<file path="src/sv/fm_phase_discriminator_assert.svh">
// fm_phase_discriminator_assert.svh: assertion macros for the phase discriminator
// no dependencies; included by the modules that carry assertions
`ifndef FM_PHASE_DISCRIMINATOR_ASSERT_SVH
`define FM_PHASE_DISCRIMINATOR_ASSERT_SVH

`ifndef SYNTHESIS
// same-cycle implication
`define FMPD_ASSERT_IMP(label, clk, rst, ante, cons) \
   label: assert property (@(posedge clk) disable iff (rst) (ante) |-> (cons)) \
      else $error("fmpd assertion failed");
// next-cycle implication
`define FMPD_ASSERT_NXT(label, clk, rst, ante, cons) \
   label: assert property (@(posedge clk) disable iff (rst) (ante) |=> (cons)) \
      else $error("fmpd assertion failed");
`else
`define FMPD_ASSERT_IMP(label, clk, rst, ante, cons)
`define FMPD_ASSERT_NXT(label, clk, rst, ante, cons)
`endif

`endif

</file>
<file path="src/sv/fmpd_pkg.sv">
// fmpd_pkg: widths, codes and shared types of the fm phase discriminator
// no dependencies; used by fmpd_div_unit and fm_phase_discriminator
`timescale 1ns / 1ps
`default_nettype none

package fmpd_pkg;

   // sample and arithmetic widths
   localparam int SAMPLE_WIDTH = 16;
   localparam int DEN_WIDTH    = SAMPLE_WIDTH + 2;
   localparam int QUOT_WIDTH   = 15;
   localparam int NUM_WIDTH    = DEN_WIDTH + QUOT_WIDTH - 1;
   localparam int COUNT_WIDTH  = $clog2(QUOT_WIDTH);
   localparam int ANGLE_WIDTH  = 16;
   localparam int ANGLE_SHIFT  = 13;

   // fixed point angle constants, pi = 16384
   localparam int PI_ANGLE = 16384;

   // input op codes (carried in tuser)
   localparam logic OP_SAMPLE = 1'b0;
   localparam logic OP_SYNC   = 1'b1;

   // register file
   localparam int CSR_ADDR_WIDTH  = 3;
   localparam int CSR_DATA_WIDTH  = 32;
   localparam int CSR_INDEX_WIDTH = CSR_ADDR_WIDTH - 2;
   localparam logic [CSR_INDEX_WIDTH-1:0] CSR_IDX_EMIT_RAW = '0;

   // divider status back to the sequencer
   typedef struct packed {
      logic busy;
      logic done;
   } div_status_type;

endpackage

`default_nettype wire

</file>
<file path="src/sv/fmpd_div_unit.sv">
// fmpd_div_unit: shared restoring divider, one quotient bit per cycle
// depends on fmpd_pkg and fm_phase_discriminator_assert.svh
`timescale 1ns / 1ps
`default_nettype none

`include "fm_phase_discriminator_assert.svh"

module fmpd_div_unit (
   input  wire logic                             clock,
   input  wire logic                             reset,
   input  wire logic                             start,
   input  wire logic [fmpd_pkg::NUM_WIDTH-1:0]   numerator,
   input  wire logic [fmpd_pkg::DEN_WIDTH-1:0]   denominator,
   output fmpd_pkg::div_status_type              status,
   output logic      [fmpd_pkg::QUOT_WIDTH-1:0]  quotient
);

   logic                              busy_ff, busy_in;
   logic                              done_ff, done_in;
   logic [fmpd_pkg::COUNT_WIDTH-1:0]  count_ff, count_in;
   logic [fmpd_pkg::NUM_WIDTH-1:0]    rem_ff, rem_in;
   logic [fmpd_pkg::NUM_WIDTH-1:0]    dsh_ff, dsh_in;
   logic [fmpd_pkg::QUOT_WIDTH-1:0]   quot_ff, quot_in;
   logic                              fits;

   // trial subtract of the shifted divisor
   assign fits = (rem_ff >= dsh_ff);

   // iteration control
   always_comb begin
      busy_in  = busy_ff;
      done_in  = 1'b0;
      count_in = count_ff;
      rem_in   = rem_ff;
      dsh_in   = dsh_ff;
      quot_in  = quot_ff;
      if (start) begin
         busy_in  = 1'b1;
         count_in = fmpd_pkg::COUNT_WIDTH'(fmpd_pkg::QUOT_WIDTH - 1);
         rem_in   = numerator;
         dsh_in   = {denominator, {(fmpd_pkg::QUOT_WIDTH-1){1'b0}}};
         quot_in  = '0;
      end else if (busy_ff) begin
         if (fits) begin
            rem_in = rem_ff - dsh_ff;
         end
         quot_in = {quot_ff[fmpd_pkg::QUOT_WIDTH-2:0], fits};
         dsh_in  = dsh_ff >> 1;
         if (count_ff == '0) begin
            busy_in = 1'b0;
            done_in = 1'b1;
         end else begin
            count_in = count_ff - 1'b1;
         end
      end
   end

   // control state
   always_ff @(posedge clock) begin
      if (reset) begin
         busy_ff  <= 1'b0;
         done_ff  <= 1'b0;
         count_ff <= '0;
      end else begin
         busy_ff  <= busy_in;
         done_ff  <= done_in;
         count_ff <= count_in;
      end
   end

   // datapath
   always_ff @(posedge clock) begin
      rem_ff  <= rem_in;
      dsh_ff  <= dsh_in;
      quot_ff <= quot_in;
   end

   assign status.busy = busy_ff;
   assign status.done = done_ff;
   assign quotient    = quot_ff;

   `FMPD_ASSERT_IMP(a_no_start_busy, clock, reset, start, !busy_ff)
   `FMPD_ASSERT_NXT(a_start_loads, clock, reset, start, busy_ff && count_ff == fmpd_pkg::COUNT_WIDTH'(fmpd_pkg::QUOT_WIDTH - 1))
   `FMPD_ASSERT_IMP(a_done_idle, clock, reset, done_ff, !busy_ff)

endmodule

`default_nettype wire

</file>
<file path="src/sv/fm_phase_discriminator.sv">
// fm_phase_discriminator: a sample runs S_PREP, S_DIVIDE, then S_FINISH sets rsp_tvalid
// a new sample is taken only back in S_IDLE, after the 15-step shared restoring divider
// a sync beat gives no result; req_tready is high only when idle
// the result register lets a new sample start while the last result waits
// synchronous active-high reset clears the stored angle, the register and all control
`timescale 1ns / 1ps
`default_nettype none

`include "fm_phase_discriminator_assert.svh"

module fm_phase_discriminator (
   input  wire logic                                  clock,
   input  wire logic                                  reset,
   // sample stream
   input  wire logic                                  req_tvalid,
   output logic                                       req_tready,
   input  wire logic [2*fmpd_pkg::SAMPLE_WIDTH-1:0]   req_tdata,  // i_sample, q_sample
   input  wire logic [0:0]                            req_tuser,  // op
   // result stream
   output logic                                       rsp_tvalid,
   input  wire logic                                  rsp_tready,
   output logic      [fmpd_pkg::ANGLE_WIDTH-1:0]      rsp_tdata,  // phase_value
   // register port
   input  wire logic                                  csr_psel,
   input  wire logic                                  csr_penable,
   input  wire logic                                  csr_pwrite,
   input  wire logic [fmpd_pkg::CSR_ADDR_WIDTH-1:0]   csr_paddr,
   input  wire logic [fmpd_pkg::CSR_DATA_WIDTH-1:0]   csr_pwdata,
   output logic      [fmpd_pkg::CSR_DATA_WIDTH-1:0]   csr_prdata,
   output logic                                       csr_pready
);

   localparam int SW = fmpd_pkg::SAMPLE_WIDTH;
   localparam int AW = fmpd_pkg::ANGLE_WIDTH;

   localparam logic [1:0] S_IDLE   = 2'd0;
   localparam logic [1:0] S_PREP   = 2'd1;
   localparam logic [1:0] S_DIVIDE = 2'd2;
   localparam logic [1:0] S_FINISH = 2'd3;

   logic [1:0]                           state_ff, state_in;
   logic                                 emit_raw_ff, emit_raw_in;
   logic signed [AW-1:0]                 prev_ff, prev_in;
   logic                                 rsp_valid_ff, rsp_valid_in;
   logic [AW-1:0]                        rsp_data_ff, rsp_data_in;
   logic [SW-1:0]                        mag_y_ff, mag_y_in;
   logic [SW-1:0]                        mag_x_ff, mag_x_in;
   logic                                 y_neg_ff, y_neg_in;
   logic                                 x_neg_ff, x_neg_in;

   logic [SW-1:0]                        y_raw, x_raw;
   logic [SW:0]                          ay, ax;
   logic [fmpd_pkg::DEN_WIDTH-1:0]       den, msum;
   logic [fmpd_pkg::NUM_WIDTH-1:0]       num;
   logic                                 div_start;
   fmpd_pkg::div_status_type             div_status;
   logic [fmpd_pkg::QUOT_WIDTH-1:0]      div_quotient;
   logic [fmpd_pkg::QUOT_WIDTH-1:0]      angle_mag;
   logic signed [AW-1:0]                 angle;
   logic signed [AW:0]                   diff;
   logic [AW-1:0]                        diff_sat;
   logic [AW-1:0]                        result;
   logic                                 csr_wr;
   logic [fmpd_pkg::CSR_INDEX_WIDTH-1:0] csr_index;

   // register port
   assign csr_pready = 1'b1;
   assign csr_index  = csr_paddr[fmpd_pkg::CSR_ADDR_WIDTH-1:2];
   assign csr_wr     = csr_psel && csr_penable && csr_pwrite && csr_pready;
   assign emit_raw_in = (csr_wr && csr_index == fmpd_pkg::CSR_IDX_EMIT_RAW) ?
                        csr_pwdata[0] : emit_raw_ff;
   assign csr_prdata = (csr_index == fmpd_pkg::CSR_IDX_EMIT_RAW) ?
                       fmpd_pkg::CSR_DATA_WIDTH'(emit_raw_ff) : '0;

   // operand magnitudes; i is the y argument, q the x argument
   assign y_raw = req_tdata[SW-1:0];
   assign x_raw = req_tdata[2*SW-1:SW];

   // doubled magnitudes, epsilon folded into the low bit of ay
   assign ay   = {mag_y_ff, 1'b1};
   assign ax   = {mag_x_ff, 1'b0};
   assign den  = fmpd_pkg::DEN_WIDTH'(ay) + fmpd_pkg::DEN_WIDTH'(ax);
   assign msum = x_neg_ff ? (fmpd_pkg::DEN_WIDTH'(ay) + {ax, 1'b0}) :
                            fmpd_pkg::DEN_WIDTH'(ay);
   assign num  = fmpd_pkg::NUM_WIDTH'({msum, {fmpd_pkg::ANGLE_SHIFT{1'b0}}}) +
                 fmpd_pkg::NUM_WIDTH'(den >> 1);

   fmpd_div_unit u_div (
      .clock       (clock),
      .reset       (reset),
      .start       (div_start),
      .numerator   (num),
      .denominator (den),
      .status      (div_status),
      .quotient    (div_quotient)
   );

   // signed angle, difference and saturation
   assign angle_mag = (div_quotient > fmpd_pkg::QUOT_WIDTH'(fmpd_pkg::PI_ANGLE)) ?
                      fmpd_pkg::QUOT_WIDTH'(fmpd_pkg::PI_ANGLE) : div_quotient;
   assign angle = y_neg_ff ? -$signed(AW'(angle_mag)) : $signed(AW'(angle_mag));
   assign diff  = $signed({angle[AW-1], angle}) - $signed({prev_ff[AW-1], prev_ff});

   always_comb begin
      if (!diff[AW] && diff[AW-1]) begin
         diff_sat = {1'b0, {(AW-1){1'b1}}};
      end else if (diff[AW] && !diff[AW-1]) begin
         diff_sat = {1'b1, {(AW-1){1'b0}}};
      end else begin
         diff_sat = diff[AW-1:0];
      end
   end

   assign result = emit_raw_ff ? angle : diff_sat;

   // sequencer
   always_comb begin
      state_in     = state_ff;
      prev_in      = prev_ff;
      rsp_valid_in = rsp_valid_ff;
      rsp_data_in  = rsp_data_ff;
      mag_y_in     = mag_y_ff;
      mag_x_in     = mag_x_ff;
      y_neg_in     = y_neg_ff;
      x_neg_in     = x_neg_ff;
      div_start    = 1'b0;
      if (rsp_valid_ff && rsp_tready) begin
         rsp_valid_in = 1'b0;
      end
      unique case (state_ff)
         S_IDLE: begin
            if (req_tvalid) begin
               if (req_tuser[0] == fmpd_pkg::OP_SYNC) begin
                  prev_in = '0;
               end else begin
                  y_neg_in = y_raw[SW-1];
                  x_neg_in = x_raw[SW-1];
                  mag_y_in = y_raw[SW-1] ? (~y_raw + 1'b1) : y_raw;
                  mag_x_in = x_raw[SW-1] ? (~x_raw + 1'b1) : x_raw;
                  state_in = S_PREP;
               end
            end
         end
         S_PREP: begin
            div_start = 1'b1;
            state_in  = S_DIVIDE;
         end
         S_DIVIDE: begin
            if (div_status.done) begin
               state_in = S_FINISH;
            end
         end
         S_FINISH: begin
            if (!rsp_valid_ff || rsp_tready) begin
               rsp_valid_in = 1'b1;
               rsp_data_in  = result;
               prev_in      = angle;
               state_in     = S_IDLE;
            end
         end
         default: state_in = S_IDLE;
      endcase
   end

   assign req_tready = (state_ff == S_IDLE);
   assign rsp_tvalid = rsp_valid_ff;
   assign rsp_tdata  = rsp_data_ff;

   // control state
   always_ff @(posedge clock) begin
      if (reset) begin
         state_ff     <= S_IDLE;
         emit_raw_ff  <= 1'b0;
         prev_ff      <= '0;
         rsp_valid_ff <= 1'b0;
      end else begin
         state_ff     <= state_in;
         emit_raw_ff  <= emit_raw_in;
         prev_ff      <= prev_in;
         rsp_valid_ff <= rsp_valid_in;
      end
   end

   // payload
   always_ff @(posedge clock) begin
      rsp_data_ff <= rsp_data_in;
      mag_y_ff    <= mag_y_in;
      mag_x_ff    <= mag_x_in;
      y_neg_ff    <= y_neg_in;
      x_neg_ff    <= x_neg_in;
   end

   `FMPD_ASSERT_IMP(a_quot_range, clock, reset, state_ff == S_FINISH, div_quotient <= fmpd_pkg::QUOT_WIDTH'(fmpd_pkg::PI_ANGLE))
   `FMPD_ASSERT_NXT(a_sample_starts, clock, reset, req_tvalid && req_tready && req_tuser[0] == fmpd_pkg::OP_SAMPLE, state_ff == S_PREP)
   `FMPD_ASSERT_IMP(a_done_in_divide, clock, reset, div_status.done, state_ff == S_DIVIDE)

endmodule

`default_nettype wire

</file>
<file path="config.mk">
export PLATFORM = sky130hd
export DESIGN_NAME = fm_phase_discriminator
export DESIGN_NICKNAME = d
export VERILOG_FILES = /design/src/sv/fmpd_pkg.sv /design/src/sv/fmpd_div_unit.sv /design/src/sv/fm_phase_discriminator.sv
export VERILOG_INCLUDE_DIRS = /design/src /design/src/sv
export SDC_FILE = /design/constraint.sdc
export NUM_CORES = 1
export LEC_CHECK = 0
export ABC_AREA = 1
export BUFFER_PORTS_ARGS = -buffer_cell sky130_fd_sc_hd__buf_2
export CORE_MARGIN = 3
export CORE_UTILIZATION = 40
export CTS_CLUSTER_SIZE = 25
export DETAILED_ROUTE_END_ITERATION = 6
export GPL_TIMING_DRIVEN = 0
export PLACE_DENSITY = 0.69
export SETUP_SLACK_MARGIN = 0.15
export SLEW_MARGIN = 20
export SYNTH_ARGS = -nofsm -noshare
export SYNTH_HDL_FRONTEND = slang
export SYNTH_SLANG_ARGS = --single-unit
</file>
<file path="constraint.sdc">
create_clock -name clock -period 3.53 [get_ports clock]
set_input_delay 0.706 -clock clock [delete_from_list [all_inputs] [get_ports clock]]
set_output_delay 0.706 -clock clock [all_outputs]
set_load 0.05 [all_outputs]
</file>
; ---- Word-level counts from Yosys, hierarchy flattened
; Cells that the tools add are included.
; Widths: inputs -> output; s select.
[word_totals]
elab_cells = 103
register_bits = 155
inputBits = 75
out_inout_bits = 51
[classes]
eq_ne = 9
bitwise_logic = 6
magnitude_cmp = 2
muxes = 34
add_sub_neg = 9
reduce_logical = 24
[ops]
columns = operator, count
row1 = $mux 32, 5
row2 = $mux 16, 7
row3 = $mux 15, 3
row4 = $add 16x1->16 const B, 2
row5 = $add 31x17->32, 1
row6 = $ge 32x32->1, 1
row7 = $not 16->16, 2
row8 = $pmux 16 s2, 1
row9 = $sub 32x32->32, 1
row10 = $add 17x17->18, 1
row11 = $add 17x18->18, 1
row12 = $mux 18, 1
row13 = $sub 16x16->17, 1
row14 = $neg 15->16, 1
row15 = $gt 15x15->1 const B, 1
row16 = $mux 4, 3
row17 = $mux 1, 9
row18 = $mux 2, 4
row19 = $ne 2x2->1 const B, 4
row20 = $pmux 2 s4, 1
row21 = $reduce_and 2->1, 4
row22 = $reduce_and 4->1, 2
row23 = $logic_and 1x1->1, 6
row24 = $reduce_bool 2->1, 3
row25 = other kinds (12), 19

; ---- Logic depth before layout (Yosys ltp)
; Gate-level depths: netlist of run 1.
[depth]
depth_word = 10
ltp_mapped = 30
mapped_depth_nobuf = 29

; ---- Hierarchy
; Synthesis of run 1 repeated with hierarchy kept, for this count alone.
[unflattened]
cells_unflattened = 1874
hier_area_um2 = 12896.1
[by_module_without_submodules]
columns = mod, seq_area_each_um2, n_inst, cells_each, area_per_inst_um2
row1 = fm_phase_discriminator, 1901.8, 1, 1036, 7150.6
row2 = fmpd_div_unit, 2202.1, 1, 838, 5745.5

; ---- Worst setup path after synthesis of run 1
; OpenSTA, ideal clock, no wires.
[synth_timing]
kind = reg2reg
start = register u_div.quot_ff, in the netlist u_div.quotient[2]
end = register rsp_data_ff[5], in the netlist rsp_tdata[5] (data pin)
synth_period_minus_slack_ns = 3.539
path_buffers = 1
arrival_time_ns = 3.286
t_required_ns = 3.276
stages_incl_launch_ff = 28
setup_slack_ns = -0.009
setup_time_ns = 0.254
path_cell_list = dfxtp_1 > nor2_1 > nand2_1 > nor2_1 > nand2_1 > nand2_2 > inv_2 > nor2_1 > inv_1 > ha_1 > nand2_1 > o21ai_1 > inv_1 > fa_1 > nand3b_1 > nand2_2 > a21oi_4 > o21ai_4 > nand3b_2 > nand2_1 > nand2_2 > nand2_1 > nand2_4 > buf_6 > nand2_2 > nand2_1 > nand2_1 > nand2_1
[synth_between]
elab_chain_len = 10
word_cells_on_any_way = 12
cone_classes = add/sub (2) / order compare (1) / mux (5) / reduce/logical (4)
[synth_rtl]
columns = item, line
row1 = start: declaration, fmpd_div_unit.sv:23  ; logic [fmpd_pkg::QUOT_WIDTH-1:0] quot_ff, quot_in;
row2 = start signal: assignment, fmpd_div_unit.sv:75  ; quot_ff <= quot_in;
row3 = $gt 15x15->1, fm_phase_discriminator.sv:99  ; assign angle_mag = (div_quotient > fmpd_pkg::QUOT_WIDTH'(fmpd_pkg::PI_ANGLE)) ?
row4 = $mux 15 *, fm_phase_discriminator.sv:99
row5 = $neg 15->16, fm_phase_discriminator.sv:101  ; assign angle = y_neg_ff ? -$signed(AW'(angle_mag)) : $signed(AW'(angle_mag));
row6 = $mux 16 *, fm_phase_discriminator.sv:101
row7 = $sub 16x16->17, fm_phase_discriminator.sv:102  ; assign diff = $signed({angle[AW-1], angle}) - $signed({prev_ff[AW-1], prev_ff});
row8 = $logic_not 1->1, fm_phase_discriminator.sv:107  ; end else if (diff[AW] && !diff[AW-1]) begin
row9 = $logic_and 1x1->1, fm_phase_discriminator.sv:107
row10 = $mux 16, fm_phase_discriminator.sv:107
row11 = $mux 16, fm_phase_discriminator.sv:105  ; if (!diff[AW] && diff[AW-1]) begin
row12 = $mux 16 *, fm_phase_discriminator.sv:114  ; assign result = emit_raw_ff ? angle : diff_sat;
row13 = net result[5], fm_phase_discriminator.sv:62  ; logic [AW-1:0] result;
row14 = end signal: assignment, fm_phase_discriminator.sv:186  ; rsp_data_ff <= rsp_data_in;
row15 = end: declaration, fm_phase_discriminator.sv:45  ; logic [AW-1:0] rsp_data_ff, rsp_data_in;
; Mark *: on every way through the listed nets, which the timed path passes. The rest lies on a longest branch.
; A chain may end at the register's enable or synchronous reset.

; ---- Worst setup path after layout of run 1
[layout_timing]
start = register u_div.quot_ff, in the netlist u_div.quotient[11]
end = register rsp_data_ff[9], in the netlist rsp_tdata[9] (data pin)
; Same word-level chain as after synthesis.

==> results of run 1 <==
## stage by stage
step	area (sq um)	utilization	hold WS [ps]	power, mW	setup slack, ps
global route	15500	0.515	455	17.8	-313
global placement	13300	0.443	450	12.3	-483
floorplan	12600	-	435	10.2	151
finish	15500	0.515	463	16.6	-148
CTS	14900	0.496	457	15.7	-116
detailed placement	13400	0.445	458	12.5	-508
## what timing repair did
| item | CTS | global route |
|---|---|---|
| buffers inserted | 53 | 18 |
| gates resized for setup | 126 | 92 |
| cloned | 2 | 0 |
| setup endpoints to repair | 64 | 64 |
| hold buffers | 0 | 0 |
| pin swaps | 68 | 60 |
## critical path, delay by kind of cell (launching register included)
| family | cells | cell delay, ps |
|---|---|---|
| AND/OR/NAND/NOR | 19 | 1880 |
| AO/OA/AOI/OAI | 2 | 160 |
| adder cells (fa/ha/maj) | 2 | 500 |
| buffers and inverters | 5 | 530 |
| flip-flops | 1 | 380 |
## final timing paths
path	endpoint	startpoint	slack [ps]
max	rsp_tdata[9]$_DFFE_PP_	u_div.quotient[11]$_SDFFE_PP0P_	-150
min	y_neg_ff$_DFFE_PP_	req_tdata[15]	460
max reg2reg	rsp_tdata[9]$_DFFE_PP_	u_div.quotient[11]$_SDFFE_PP0P_	-150
min reg2reg	prev_ff[2]$_SDFFE_PP0P_	prev_ff[2]$_SDFFE_PP0P_	470
## cells in the final DEF, fill, tap and decap left out, types with 40 or more instances in the layout
master / instances
sky130_fd_sc_hd__nand2_2: 49
sky130_fd_sc_hd__buf_2: 66
sky130_fd_sc_hd__inv_1: 209
sky130_fd_sc_hd__o21ai_0: 79
sky130_fd_sc_hd__buf_4: 92
sky130_fd_sc_hd__a21oi_1: 96
sky130_fd_sc_hd__dfxtp_1: 40
sky130_fd_sc_hd__nand3_1: 82
sky130_fd_sc_hd__nand2_1: 431
sky130_fd_sc_hd__nor2_1: 111
sky130_fd_sc_hd__ha_1: 69
sky130_fd_sc_hd__edfxtp_1: 100
## sequential cells by signal, indices dropped and copies added, names as in the netlist, 2 cells and up
signal and cells:
mag_y_ff 16, u_div.rem_ff 32, rsp_tdata 16, state_ff 2, u_div.quotient 15, u_div.dsh_ff 32, u_div.count_ff 4, prev_ff 16
mag_x_ff 16
## cell type report
cell class,instances,area (sq um)
Inverter,239,910
Multi-Input combinational cell,1294,8040
Sequential cell,155,4150
Fill cell,2856,14600
Buffer,62,390
Timing Repair Buffer,135,945
Clock inverter,10,78.8
Tap cell,390,488
Clock buffer,22,497
## where the power goes
part	internal [mW]	total [mW]	switching (mW)	leakage, nW
Clock	1.01	1.84	0.829	0.282
Sequential	2.90	3.11	0.212	1.40
Combinational	4.41	11.6	7.19	5.30
Total	8.32	16.6	8.23	6.97
## per-layer routing
layer	wire, microns	part of all wire
met1	16400	0.44
met2	17800	0.48
met3	1830	0.049
met4	1140	0.031
met5	0	0
## cell families (layout without fill, tap and decap cells)
logic type / after synthesis / in the layout / share of synthesized area
simple gates: 803 / 803 / 0.278
compound gates: 301 / 301 / 0.141
buf+inv: 301 / 468 / 0.103
flops: 155 / 155 / 0.331
fa+ha+maj: 96 / 96 / 0.100
xor+xnor: 62 / 62 / 0.0451
other cells: 2 / 32 / 0.000606
==> summary by stage, run 1 <==
Global routing
The routing usage on met2 is 0.375. The number of global-route vias before repair is 11600. The all-layer global routing usage is 0.218. For met1 alone, demand over resource in global routing was 0.284. The first global-routing pass estimated 58300 microns of wire. The pin count of the biggest net entering global routing is 33.

The number of antenna violations at the first check in global routing was 0. The layer flagged by global routing as most heavily used is met2. The met3 layer usage reported by global route is 0.0250.

The residual overflow from global routing is 0.

STA
For this run, the top clock speed supported by timing is 0.272 GHz. The final-layout setup total negative slack is -2310 ps. Setup repair after global routing could not meet its margin everywhere.

The actual slew at the worst max-slew pin is 861 ps. Setup slack on the critical path of the routed design comes to -148 ps. The final count of pins violating max slew is 0. The final critical-path required period is 3680 ps. The relative slew slack is 0.424. The final-report hold violation count is 0. The part of the cycle the worst path needs is 1.04. Setup violations remaining at the end of the flow were counted as 23.

Across the routed clock network, the largest skew measured is 19.2 ps.

Pwr
The leakage power is 6.97 nW. The worst vdd rail ir drop is 0.588 mV. The power density of the placed cells is 1070 nW/um^2.

Critical path
The biggest fanout along the worst timing path is 5. The category of the most critical setup path is flip-flop to flip-flop. STA classifies the critical path startpoint as a flip-flop. The maximum single-stage delay on the critical path is 380 ps. The worst path arrival time is 3870 ps. The library cell appearing most often on the critical path is sky130_fd_sc_hd__nand2_2.

The worst setup path is captured at a flip-flop. For the worst setup path, the data required time is 3730 ps. The length in cells of the worst reg-to-reg path is 28. Among all stages on the critical path, the largest delay is contributed by sky130_fd_sc_hd__dfxtp_4.

CTS
The clock root buffer master is sky130_fd_sc_hd__clkbuf_16. The CTS tree is built. At the later pin of the worst-skew pair, clock insertion delay measures 450 ps. The H-tree depth reported by CTS is 4. After clock tree synthesis, the clock-pin slew on the worst setup and hold paths is 70 ps. The maximum buffer depth of the clock tree is 2.

Buffers inserted during clock tree synthesis total 17. The tree built by TritonCTS fans out to 155 sinks.

Route
The length of the first detailed-routing pass in iterations is 5. For this block, the routed nets add up to 37200 microns of wire. Once detail routing completed, the nets flagged for antenna violations numbered 0. Across all layers, the routed design uses 12100 vias.

In this run, the number of DRC markers left after iteration 0 of detailed routing was 930. The wire length per cell after detailed routing is 16.1 microns. After detailed routing, the number of remaining DRC violations is 0. In the routed layout, each cell is associated on average with a via count of 5.24.

Layout
The layout overhead on the synthesized area is 25.1%. The repair_antennas step left the layout with diodes totalling 0. In the final layout, the share of cells above drive strength 1 is 0.229. The net count of the finished layout is 2075. The post-layout instance count excluding filler cells is 2307.

Hold path
Along the worst hold path, the cell count comes to 1. The min-delay analysis places its worst path in the category input pin to flip-flop.

Floorplan
The core outline area is 30100 sq um. The area enclosed by the die boundary is 33100 sq um. The floorplan has 63 rows.

For this configuration, the core starts out at a cell density of 0.411. The width of the die is 182 microns. 126 I/O pins were placed. Measured along the y axis, the die boundary spans 182 microns.

Synth
Yosys instantiated no cell more often than sky130_fd_sc_hd__nand2_1. The cell area after synthesis is 12400 sq um. The synthesized area per cell is 7.20 sq um. The count of different cell masters after synthesis is 57. The share of synthesized area in the top cell type comes to 0.242. For this run, the number of Yosys warnings is 0. In the synthesized netlist the async set-or-reset flop fraction comes to 0.

The cell type with the largest total area after synthesis is sky130_fd_sc_hd__edfxtp_1. The main flop type after synthesis is sky130_fd_sc_hd__edfxtp_1. Counting instances in the post-synthesis netlist gives the leading cell types as sky130_fd_sc_hd__nand2_1, sky130_fd_sc_hd__inv_1, sky130_fd_sc_hd__nor2_1. Synthesis produced a netlist whose cell count is 1720. Counting flops and latches in the post-synthesis netlist gives 155. Counting flops with a built-in enable in the synthesized netlist gives 100. By area the synthesized netlist is led by sky130_fd_sc_hd__edfxtp_1, sky130_fd_sc_hd__nand2_1, sky130_fd_sc_hd__ha_1, sky130_fd_sc_hd__dfxtp_1, sky130_fd_sc_hd__inv_1.

Of the synthesized area, sequential elements account for 0.331.

Placed design
The global placement routability congestion is 0.950. After detailed placement, the design holds a cell count of 2202. The count of input and output buffers is 60. Summed over all nets, the half-perimeter wirelength after detailed placement is 27600 microns.

Flow run
Max-cap violations in this run came to 0.

Outcome
The flow ran to the end, but the final reports show violations. The checks that failed: setup timing.
(Power assumes the default switching activity.)
==> inputs of run 2 (changes only) <==
- clock period: 3.53 -> 3 ns (I/O delays scaled with it)
==> summary by stage, run 2 (synthesized netlist as in run 1, its figures left out) <==
CTS
The clock-pin slew on the worst setup and hold paths is 60 ps. The clock tree synthesis step divided the H-tree into 4 levels. The CTS tree is built. The tree built by TritonCTS fans out to 155 sinks.

The later pin in the worst-skew pair is clocked with a latency of 440 ps. In this run the clock root is driven by a sky130_fd_sc_hd__clkbuf_16. In this run the deepest clock path goes through 2 buffers. The count of hold-fix buffers inserted at cts is 0. The number of clock buffers added by TritonCTS is 17.

STA
The final critical-path required period is 3660 ps. The final-report setup violation count is 64. The part of the cycle the worst path needs is 1.22. Setup repair after global routing could not meet its margin everywhere.

The final count of pins violating max slew is 0. Static timing analysis puts the maximum clock frequency at 0.273 GHz. The worst clock skew on the final layout is 18.7 ps. Headroom to the max-slew limit came out at 0.432. The tightest hold margin is 360 ps. Once routing completed, OpenROAD measured the worst setup slack at -662 ps. The final-report hold violation count is 0. The actual slew at the worst max-slew pin is 850 ps.

Floorplan
The floorplan has 63 rows. The height of the die is 182 microns. The number of top-level pins is 126. The area enclosed by the die boundary is 33100 sq um. The initial utilization of the core area, before any placement, comes to 0.411. The die is 182 microns wide. In this run the standard cell core region covers 30100 sq um.

Route
The sum of met3 wire segment lengths after detailed routing is 1850 microns. The number of vias per cell is 5.22. The met1 wire length is 16100 microns. The total via count in the routed design is 12000.

The wire length per cell after detailed routing is 15.7 microns. In the detailed route, the total length drawn on met2 is 17200 microns. After detailed routing, no signal wire sits above met4. In this run the remaining antenna-violating nets after routing total 0. Wires add up to 36100 microns. For this run, design rule violations remaining after detail routing come to 0.

The first detailed-routing pass took 6 iterations. The first routing iteration left 917 violations.

Critical path
Data on the critical path is required at its endpoint by 3180 ps. The worst path arrival time is 3850 ps. The number of buffers and inverters on the critical path is 3. The startpoint kind of the worst setup timing path is a flip-flop.

The maximum single-stage delay on the critical path is 370 ps. Walking the worst path, the cells encountered are nor2_4 -> buf_4 -> nand3_1 -> nand3b_1 -> nor3_2 -> nand3_1 -> nand2_1 -> xor2_2 -> ha_4 -> inv_1 -> o21bai_2 -> nor2_2 -> o21ai_1 -> a21oi_2 -> nand3_2 -> nand2_4 -> nand2_8 -> buf_12 -> nand2_4 -> nand2_2 -> nand2_2 -> nand2_1. The highest-delay cell along the critical path is sky130_fd_sc_hd__dfxtp_4.

The endpoint type of the worst setup path is a flip-flop. The worst setup path is of the flip-flop to flip-flop kind. The biggest fanout along the worst timing path is 5. The kind of cell with the highest combined delay along the critical path is simple AND/OR/NAND/NOR gates.

Global routing
The all-layer global routing usage is 0.208. The number of global-route vias before repair is 11300. The pin count of the biggest net entering global routing is 33. The wire length of the first global-routing pass is 56100 microns. The number of antenna violations at the first check in global routing is 0. The residual overflow from global routing is 0.

Pwr
The cell-internal power is 10.0 mW. The worst vdd rail ir drop is 0.619 mV. After layout, the design draws a total of 19.8 mW. The analysis attributes to cell leakage a power of 7.01 nW. Of the total power, registers draw 0.185. Power spread over the standard cell area amounts to 1270 nW/um^2. Of the total power, the share spent switching nets is 0.494. The switching power is 9.79 mW. The power share of the clock group is 0.113. The share of total power dissipated in combinational logic is 0.702.

Layout
The library cell used most frequently in the layout, excluding fill and tap cells, is sky130_fd_sc_hd__nand2_1. From synthesis to final layout, the design area changed by 25.5%. The net count of the finished layout is 2073. The multi-input logic area is 8070 sq um.

Registers take 4150 sq um. Of the cells placed in the final design, the portion with a size suffix greater than 1 is 0.232. The layout has 2841 filler cells.

The largest registers in the layout are u_div.dsh_ff (32), u_div.rem_ff (32). 0 antenna diodes ended up in the layout. Leaving out fill and tap cells, the most frequent cells in the layout are sky130_fd_sc_hd__nand2_1, sky130_fd_sc_hd__inv_1, sky130_fd_sc_hd__nor2_1.

Hold path
The worst hold path belongs to the class input pin to flip-flop.

Outcome
The run finished, with violations left. The final reports fail on setup timing.

Placed design
The half-perimeter wire length after detailed placement is 27000 microns. The count of buffers added on input and output ports is 60. The global placement routability congestion is 0.974.

Flow run
The tool flagged a number of max-cap violations equal to 0.
## run 2: cell types whose count changed in the layout (fill, tap and decap cells not counted), sizes merged
cell	before	now
bufinv	0	2
inv	240	238
buf	177	175
## run 2: layout make-up
type | count | area share
Timing Repair Buffer | 133 | 0.0604
Inverter | 239 | 0.0590
Clock buffer | 22 | 0.0312
Clock inverter | 10 | 0.00716
Multi-Input combinational cell | 1294 | 0.519
Tap cell | 390 | 0.0314
Sequential cell | 155 | 0.267
Buffer | 62 | 0.0252
## run 2: repair_timing
item,in CTS,in global routing
setup buffers,38,31
pin swaps,51,71
gates resized for setup,95,112
cloned,2,0
endpoints found under the setup margin,66,71
## run 2: through the flow
stage | std cells | area [sq um] | setup slack, ps | util | setup TNS, ps
2_1_floorplan | 1750 | 12700 | -367 | - | -5380
3_3_place_gp | 2200 | 13500 | -957 | 0.447 | -31640
3_5_place_dp | 2202 | 13500 | -945 | 0.449 | -34420
4_1_cts | 2274 | 14900 | -679 | 0.493 | -28310
5_1_grt | 2305 | 15500 | -902 | 0.516 | -43310
6_report | 2305 | 15500 | -662 | 0.516 | -29750
## run 2: power groups by stage
stage,Combinational (mW),Clock [mW],Sequential [mW]
final,13.9,2.25,3.66
after global routing,15.3,2.34,3.71
after CTS,12.3,2.25,3.65
after detailed placement,11.1,0,3.70
after global placement,10.9,0,3.68
after floorplan,8.36,0,3.72
## run 2: final timing paths
check	startpoint	to	slack, ps	depth (start not counted)
setup / recovery	u_div.quotient[2]$_SDFFE_PP0P_	rsp_tdata[6]$_DFFE_PP_	-660	22
hold / removal	req_tdata[15]	y_neg_ff$_DFFE_PP_	360	1
setup reg to reg	u_div.quotient[2]$_SDFFE_PP0P_	rsp_tdata[6]$_DFFE_PP_	-660	22
hold reg to reg	prev_ff[10]$_SDFFE_PP0P_	prev_ff[10]$_SDFFE_PP0P_	470	2
## run 2: per-layer routing
metal,GRT usage,vias up
met5,0,-
met1,0.274,5580
met2,0.352,375
met3,0.0319,68
li1,-,6000
met4,0.0664,0
